`src/sv/adrc_first_order_controller_unit_macros.svh`:
```
// ----------------------------------------------------------------------------
// adrc assertion macros
// concurrent checks clocked on clk, disabled while rst_n is low
// ----------------------------------------------------------------------------
`ifndef ADRC_FIRST_ORDER_CONTROLLER_UNIT_MACROS_SVH
`define ADRC_FIRST_ORDER_CONTROLLER_UNIT_MACROS_SVH
`ifndef NO_ASSERTIONS
`define ADRC_ASSERT_NOW(lbl, prop, msg) \
  lbl: assert property (@(posedge clk) disable iff (!rst_n) (prop)) else $error(msg);
`define ADRC_ASSERT_NEXT(lbl, ante, cons, msg) \
  lbl: assert property (@(posedge clk) disable iff (!rst_n) (ante) |=> (cons)) else $error(msg);
`else
`define ADRC_ASSERT_NOW(lbl, prop, msg)
`define ADRC_ASSERT_NEXT(lbl, ante, cons, msg)
`endif
`endif

```
`src/sv/adrc_pkg.sv`:
```
// ----------------------------------------------------------------------------
// adrc_pkg
// shared types, register indexes, step codes and saturation helper
// ----------------------------------------------------------------------------
package adrc_pkg;

  localparam int DATA_W     = 32;
  localparam int IDX_W      = 3;
  localparam int STEP_W     = 4;
  localparam int PROD_W     = 66;
  localparam int DIV_STEPS  = 48;
  localparam int QUO_W      = 49;

  // configuration register indexes
  localparam logic [IDX_W-1:0] REG_WC     = 3'd0;
  localparam logic [IDX_W-1:0] REG_WO     = 3'd1;
  localparam logic [IDX_W-1:0] REG_B0     = 3'd2;
  localparam logic [IDX_W-1:0] REG_DT     = 3'd3;
  localparam logic [IDX_W-1:0] REG_DLO    = 3'd4;
  localparam logic [IDX_W-1:0] REG_DHI    = 3'd5;
  localparam logic [IDX_W-1:0] REG_ULO    = 3'd6;
  localparam logic [IDX_W-1:0] REG_UHI    = 3'd7;

  localparam logic OP_UPDATE = 1'b0;
  localparam logic OP_LOAD   = 1'b1;

  // sequencer steps, also the controller state codes
  localparam logic [STEP_W-1:0] ST_IDLE = 4'd0;
  localparam logic [STEP_W-1:0] ST_E    = 4'd1;
  localparam logic [STEP_W-1:0] ST_B2   = 4'd2;
  localparam logic [STEP_W-1:0] ST_TD   = 4'd3;
  localparam logic [STEP_W-1:0] ST_S    = 4'd4;
  localparam logic [STEP_W-1:0] ST_Z1M  = 4'd5;
  localparam logic [STEP_W-1:0] ST_Z1   = 4'd6;
  localparam logic [STEP_W-1:0] ST_G2   = 4'd7;
  localparam logic [STEP_W-1:0] ST_Z2M  = 4'd8;
  localparam logic [STEP_W-1:0] ST_Z2   = 4'd9;
  localparam logic [STEP_W-1:0] ST_U0   = 4'd10;
  localparam logic [STEP_W-1:0] ST_DIV  = 4'd11;
  localparam logic [STEP_W-1:0] ST_FIN  = 4'd12;
  localparam logic [STEP_W-1:0] ST_LOAD = 4'd13;

  localparam logic signed [PROD_W-1:0] S32_MAX = 66'sd2147483647;
  localparam logic signed [PROD_W-1:0] S32_MIN = -66'sd2147483648;

  typedef struct packed {
    logic              capture;
    logic [STEP_W-1:0] step;
    logic              div_start;
    logic              out_load;
  } adrc_cmd_t;

  typedef struct packed {
    logic div_busy;
    logic div_done;
  } adrc_stat_t;

  function automatic logic signed [DATA_W-1:0] sat32(input logic signed [PROD_W-1:0] v);
    logic signed [DATA_W-1:0] r;
    if (v > S32_MAX) r = 32'sh7fffffff;
    else if (v < S32_MIN) r = 32'sh80000000;
    else r = v[DATA_W-1:0];
    return r;
  endfunction

endpackage

```
`src/sv/adrc_ctrl.sv`:
```
// ----------------------------------------------------------------------------
// adrc_ctrl
// sequencer that steps the datapath through one update or one load
// ----------------------------------------------------------------------------
`include "adrc_first_order_controller_unit_macros.svh"

module adrc_ctrl import adrc_pkg::*; (
  input  logic       clk,
  input  logic       rst_n,
  input  logic       in_valid,
  input  logic       in_operation,
  output logic       in_ready,
  input  logic       out_ready,
  output logic       out_valid,
  input  adrc_stat_t stat,
  output adrc_cmd_t  cmd
);
  logic [STEP_W-1:0] state_r, state_nxt;
  logic              out_valid_r, out_valid_nxt;
  logic              room;
  logic              accept;

  assign in_ready = state_r == ST_IDLE;
  assign accept   = in_valid && in_ready;
  assign room     = !out_valid_r || out_ready;

  always_comb begin
    state_nxt = state_r;
    case (state_r)
      ST_IDLE: if (accept) state_nxt = (in_operation == OP_LOAD) ? ST_LOAD : ST_E;
      ST_E:    state_nxt = ST_B2;
      ST_B2:   state_nxt = ST_TD;
      ST_TD:   state_nxt = ST_S;
      ST_S:    state_nxt = ST_Z1M;
      ST_Z1M:  state_nxt = ST_Z1;
      ST_Z1:   state_nxt = ST_G2;
      ST_G2:   state_nxt = ST_Z2M;
      ST_Z2M:  state_nxt = ST_Z2;
      ST_Z2:   state_nxt = ST_U0;
      ST_U0:   state_nxt = ST_DIV;
      ST_DIV:  if (stat.div_done) state_nxt = ST_FIN;
      ST_FIN:  if (room) state_nxt = ST_IDLE;
      ST_LOAD: if (room) state_nxt = ST_IDLE;
      default: state_nxt = ST_IDLE;
    endcase
  end

  always_comb begin
    cmd.capture   = accept;
    cmd.step      = state_r;
    cmd.div_start = state_r == ST_U0;
    cmd.out_load  = (state_r == ST_FIN || state_r == ST_LOAD) && room;
  end

  always_comb begin
    out_valid_nxt = out_valid_r;
    if (cmd.out_load) out_valid_nxt = 1'b1;
    else if (out_ready) out_valid_nxt = 1'b0;
  end

  always_ff @(posedge clk) begin
    if (!rst_n) begin
      state_r     <= ST_IDLE;
      out_valid_r <= 1'b0;
    end else begin
      state_r     <= state_nxt;
      out_valid_r <= out_valid_nxt;
    end
  end

  assign out_valid = out_valid_r;

  `ADRC_ASSERT_NEXT(a_accept_leaves_idle, accept, state_r != ST_IDLE, "accept did not start work")
  `ADRC_ASSERT_NOW(a_load_has_room, cmd.out_load |-> (!out_valid_r || out_ready), "result overwritten")
  `ADRC_ASSERT_NOW(a_valid_from_load, $rose(out_valid_r) |-> $past(cmd.out_load), "valid without result")
  `ADRC_ASSERT_NOW(a_div_in_div_state, stat.div_busy |-> state_r == ST_DIV, "divider busy out of step")
endmodule

```
`config.mk`:
```
export PLATFORM = sky130hd
export DESIGN_NAME = adrc_ctrl
export DESIGN_NICKNAME = d
export VERILOG_FILES = /design/src/sv/adrc_pkg.sv /design/src/sv/adrc_ctrl.sv
export VERILOG_INCLUDE_DIRS = /design/src /design/src/sv
export SDC_FILE = /design/constraint.sdc
export NUM_CORES = 1
export LEC_CHECK = 0
export ABC_CLOCK_PERIOD_IN_PS = 1900
export BUFFER_PORTS_ARGS = -buffer_cell sky130_fd_sc_hd__clkbuf_2
export CAP_MARGIN = 25
export CORE_AREA = 2 2 39 41
export DETAILED_ROUTE_END_ITERATION = 10
export DIE_AREA = 0 0 41 43
export PLACE_DENSITY = 0.64
export SETUP_SLACK_MARGIN = 0.15
export SLEW_MARGIN = 40
export SYNTH_ARGS = -nofsm -noshare
export SYNTH_HDL_FRONTEND = slang
export SYNTH_SLANG_ARGS = --single-unit
```
`constraint.sdc`:
```
create_clock -name clk -period 1.9 [get_ports clk]
set_input_delay 0.285 -clock clk [delete_from_list [all_inputs] [get_ports clk]]
set_output_delay 0.285 -clock clk [all_outputs]
set_load 0.02 [all_outputs]
```
==> results of run 1 <==
[synth_stat cells]
cell type	instances
nand3b_2	1
a21oi_1	3
o32ai_2	1
inv_1	3
nor2_1	3
and2_1	2
a32o_1	1
a21bo_1	1
nor2b_1	1
o21a_1	1
a31oi_1	1
a211oi_1	1
o2111ai_1	1
nor4_4	1
o2bb2ai_2	1
o21ai_0	1
nor4b_2	1
nor3_1	2
buf_4	2
nand2_1	3
o41ai_2	1
nand2b_1	2
o21bai_1	1
buf_6	4
nor4b_1	1
dfxtp_1	5
[registers in the layout, summed over array words and instances (netlist names)]
| name | cells |
|---|---|
| state_r | 4 |
| out_valid | 1 |
[power by group]
group          leakage [nW]  internal [W]  switching, W
sequential           0.0411      0.000144      0.000128
combinational         0.149      0.000177      0.000211
clock                0.0150     0.0000797     0.0000476
[kinds of logic after synthesis]
group / share of synthesized area
AND/OR/NAND/NOR: 0.288
AO/OA/AOI/OAI: 0.300
buffers and inverters: 0.171
flip-flops: 0.240
[critical path: stages, from the launching register on]
cell      delay (ns)
dfxtp_1         0.43
nor4_4          0.39
and2_1          0.17
clkbuf_2        0.16
[layer usage]
| layer | track usage | vias to the layer above | part of all wire |
|---|---|---|---|
| li1 | - | 186 | - |
| met1 | 0.137 | 152 | 0.46 |
| met2 | 0.131 | 14 | 0.44 |
| met3 | 0.0314 | 4 | 0.057 |
| met4 | 0.120 | 0 | 0.035 |
| met5 | 0 | - | 0 |
[worst max-delay path by stage]
| stage | from | endpoint | cells past startpoint |
|---|---|---|---|
| after CTS | state_r[1]$_SDFFE_PN0P_ | cmd[6] | 3 |
| after detailed placement | state_r[3]$_SDFFE_PN0P_ | cmd[6] | 3 |
| after floorplan | state_r[1]$_SDFFE_PN0P_ | cmd[6] | 4 |
| after global routing | state_r[1]$_SDFFE_PN0P_ | cmd[6] | 3 |
| final | state_r[1]$_SDFFE_PN0P_ | cmd[6] | 3 |
| after global placement | state_r[1]$_SDFFE_PN0P_ | cmd[6] | 3 |
[metrics by stage]
stage	power [W]	hold WS (ns)	cell area [um^2]
after floorplan	0.000637	0.433	417
after global placement	0.000658	0.573	447
after detailed placement	0.000663	0.621	447
after CTS	0.000796	0.360	473
after global routing	0.000837	0.378	473
final	0.000789	0.365	473
[final cells by class]
class                      count  area, um^2  share of cell area
multi-input combinational     31         245               0.519
tap                           16        20.0              0.0423
sequential                     5         100               0.212
clock buffer                   4        26.3              0.0556
timing repair buffer          14        70.1               0.148
inverter                       3        11.3              0.0238
==> impl_metrics.tcl, run 1 <==
set metrics [dict create \
    instances_no_fill 73 \
    place_inst 69 \
    skew_ns 0.000811 \
    setup.worst_path.start_class "register" \
    crit_path_end_kind "output pin" \
    grt_pass1_wl_um 1210 \
    hp-class "primary input to register" \
    cp.arrival_ns 1.40 \
    syn-mean-instance-area_um2 9.26 \
    dp_worst_setup_slack_ns 0.502 \
    fin_util 0.342 \
    grt_max_degree 13 \
    leakage_nw 0.205 \
    hold_end "state_r[0]$_SDFFE_PN0P_" \
    r2r_cells 3 \
    place_hpwl_um 595 \
    cts_resized 0 \
    finalSetupTns_ns 0 \
    overflow 0 \
    max-cap-violations 0 \
    cts_max_path_buffers 2 \
    nets 65 \
    drtAntennaViolNets 0 \
    grt_pass1_vias 281 \
    period_minus_slack_ns 1.69 \
    core_mm2 0.00138 \
    drv_slew 0 \
    insertion_delay_ns 0.25 \
    drc 0 \
    holdBufCountCts 0 \
    cts_setup_buffers 0 \
    syn_area_um2 417 \
    crit_type "register to output pin" \
    vias 356 \
    area_delta_synth_final_pct 13.5 \
    cellPowerDensity_mw_per_mm2 1670 \
    place_congestion 0.664 \
    grt_usage 0.109 \
    yosys_warnings 0 \
    cts_root_buffer "clkbuf_4" \
    numCtsBuffers 3 \
    io_buffers 14 \
    r2r_end "state_r[2]$_SDFFE_PN0P_" \
    synth_seq_area_share 0.240 \
    irDropWorstVdd_v 0.000500 \
    setup_ws_ns 0.212 \
    fin_crit_sh 0.888 \
    worst_pin_slew_ns 0.477 \
    cp.required_ns 1.62 \
    detail_route.iter0.violations 4 \
    hold_viol 0 \
    boundaryPins 16 \
    reg2reg_setup_slack_ns 0.61 \
    die-area_mm2 0.00176 \
    finalSetupViolations 0 \
    synthCells 45 \
    diodes 0 \
    antenna_found_initial 0 \
    yosys.area.top_type "dfxtp_1" \
    fillers 158 \
    max_slew_margin 0.682 \
    htreeDepth 1 \
    core.rowCount 14 \
    wl_per_cell_um 11.2 \
    ys_types 26 \
    cts_tree "built" \
    drive_gt1_frac 0.404 \
    cts.sinks 5 \
    status "finished clean" \
    rsz0062_at_grt "no" \
    most-common-layout-cells "14 x clkbuf_2, 5 x dfxtp_1" \
    synth_area_leaders "dfxtp_1 24%, buf_6 11%, nor4_4 5.1%" \
    initial_core_util 0.301 \
    clkSlewWorstSetupHoldPaths_ns 0.04 \
    synth_top_area_frac 0.240 \
    routed_wl_um 818 \
    die_x_um 41 \
    path_max_fanout 11 \
    final_common_cell "clkbuf_2" \
    worstHoldPathCells 2 \
    synthesis.nets 52 \
    viasPerCell 4.88 \
    ys_ff_latch 5 \
    worstHoldStart "rst_n" \
    fmax_mhz 592 \
    chipHeight_um 43 \
    first_pass_iters 4 \
    timing.rr.start "state_r[1]$_SDFFE_PN0P_" \
]
No activity file was read; power rests on OpenSTA's default activity.
==> inputs of run 2 (changes only) <==
ABC_CLOCK_PERIOD_IN_PS = 1400   (was 1900)
PLACE_DENSITY = 0.66   (was 0.64)
clock period = 1.4 ns   (was 1.9 ns; I/O delays follow)
==> run 2 against run 1 <==
Compared with the run above:
- the flow now finishes with violations (setup timing)
- die area stayed put
- count of clock-buffer cells in the layout did not move
- largest power group unchanged
- wire length grew 39%
==> impl_metrics.tcl, run 2 (same netlist as run 1, synthesis figures left out) <==
set metrics [dict create \
    area_delta_synth_final_pct 52.0 \
    critPathLaunch "state_r[3]$_SDFFE_PN0P_" \
    numCtsBuffers 3 \
    max-cap-violations 0 \
    grt_usage 0.130 \
    worst_pin_slew_ns 0.249 \
    cp_num_buf_inv 1 \
    hold_viol 0 \
    grt_pass1_wl_um 1510 \
    wl_met3_um 55 \
    clkSlewWorstSetupHoldPaths_ns 0.05 \
    wl_met1_um 439 \
    violations "setup timing" \
    overflow 0 \
    diodes 0 \
    crit_path_end_kind "output pin" \
    holdBufCountCts 0 \
    cellPowerDensity_mw_per_mm2 2320 \
    max_flop_register "state_r" \
    critical-path-top-delay-family "simple AND/OR/NAND/NOR gates" \
    die-area_mm2 0.00176 \
    fin_crit_sh 1.02 \
    boundaryPins 16 \
    io_buffers 14 \
    dp_worst_setup_slack_ns 0.142 \
    die_x_um 41 \
    slowest_delay_ns 0.35 \
    setup.worst_path.start_class "register" \
    place_hpwl_um 697 \
    detail_route.iter0.violations 17 \
    timing.rr.start "state_r[3]$_SDFFE_PN0P_" \
    insertion_delay_ns 0.25 \
    max_slew_margin 0.832 \
    drtAntennaViolNets 0 \
    status "finished with violations" \
    drv_slew 0 \
    finalSetupViolations 1 \
    viasPerCell 5.18 \
    drc 0 \
    cts.sinks 5 \
    skew_ns 0.00253 \
    met2WireLength_um 583 \
    cp.required_ns 1.19 \
    htreeDepth 1 \
    crit_slowest_cell "dfxtp_4" \
    antenna_found_initial 0 \
    wl_per_cell_um 13.9 \
    cts_max_path_buffers 2 \
    top_layer_used "met4" \
    fmax_mhz 699 \
    grt_max_degree 13 \
    core.rowCount 14 \
    critical_path.cell_chain "nor4_4, and2_4, buf_8" \
    grt_pass1_vias 372 \
    crit_type "register to output pin" \
    cts_root_buffer "clkbuf_4" \
    drive_gt1_frac 0.636 \
    initial_core_util 0.301 \
    cp.arrival_ns 1.22 \
    path_max_fanout 3 \
    setup_ws_ns -0.0298 \
    worstHoldStart "stat[0]" \
    irDropWorstVdd_v 0.00116 \
    final_common_cell "clkbuf_2" \
    first_pass_iters 4 \
    place_congestion 0.712 \
    vias 425 \
    cts_tree "built" \
    hp-class "primary input to register" \
    leakage_nw 0.296 \
    most-common-layout-cells "10 x clkbuf_2, 6 x buf_4, 4 x clkbuf_4, 4 x buf_6, 4 x dfxtp_4" \
    period_minus_slack_ns 1.43 \
    chipHeight_um 43 \
    power_w 0.00147 \
    nets 74 \
    largest_reg_flops 4 \
    core_mm2 0.00138 \
    routed_wl_um 1140 \
    fillers 126 \
    rsz0062_at_grt "yes" \
]
## run 2: final timing paths
path / endpoint / slack [ns] / cells past startpoint
worst max-delay path: cmd[6] / -0.03 / 3
worst min-delay path: state_r[1]$_SDFFE_PN0P_ / 0.28 / 3
worst max register to register: state_r[3]$_SDFFE_PN0P_ / 0.16 / 5
worst min register to register: state_r[1]$_SDFFE_PN0P_ / 0.58 / 2
## run 2: repair_timing
| item | in CTS | in global routing |
|---|---|---|
| setup buffers | 2 | 4 |
| resized for setup | 10 | 16 |
| pin swaps | 2 | 5 |
| setup endpoints to repair | 7 | 6 |
| gates cloned | 0 | 1 |
## run 2: area by class of cell
| class | count | area (um^2) | area share |
|---|---|---|---|
| clock buffers | 4 | 26.3 | 0.0415 |
| inverters | 3 | 11.3 | 0.0178 |
| multi-input cells | 31 | 293 | 0.462 |
| flip-flops and latches | 5 | 115 | 0.182 |
| well taps | 16 | 20.0 | 0.0316 |
| repair buffers | 23 | 168 | 0.265 |
## run 2: tightest hold or removal path, stage by stage
cell,delay (ns)
clkbuf_2,0.07
nand2b_1,0.13
a211oi_1,0.08
## run 2: power by group
| part | switching (W) | total, W | internal [W] |
|---|---|---|---|
| combinational | 0.000442 | 0.000942 | 0.000500 |
| sequential | 0.000125 | 0.000352 | 0.000226 |
| clock | 0.0000698 | 0.000178 | 0.000108 |
| total | 0.000637 | 0.00147 | 0.000835 |
## run 2: routing by layer
layer  GRT usage  vias to the layer above
met5           0                        -
li1            -                      205
met1       0.153                      190
met3      0.0157                        7
met2       0.191                       23
met4       0.120                        0
## run 2: through the flow
| stage | hold WS, ns | TNS, ns | util | area (um^2) | std cells |
|---|---|---|---|---|---|
| floorplan | 0.358 | -0.0674 | - | 424 | 45 |
| global placement | 0.534 | 0 | 0.339 | 469 | 71 |
| detailed placement | 0.537 | 0 | 0.339 | 469 | 71 |
| CTS | 0.276 | -0.0484 | 0.389 | 538 | 77 |
| global route | 0.302 | -0.0857 | 0.458 | 633 | 82 |
| finish | 0.278 | -0.0298 | 0.458 | 633 | 82 |
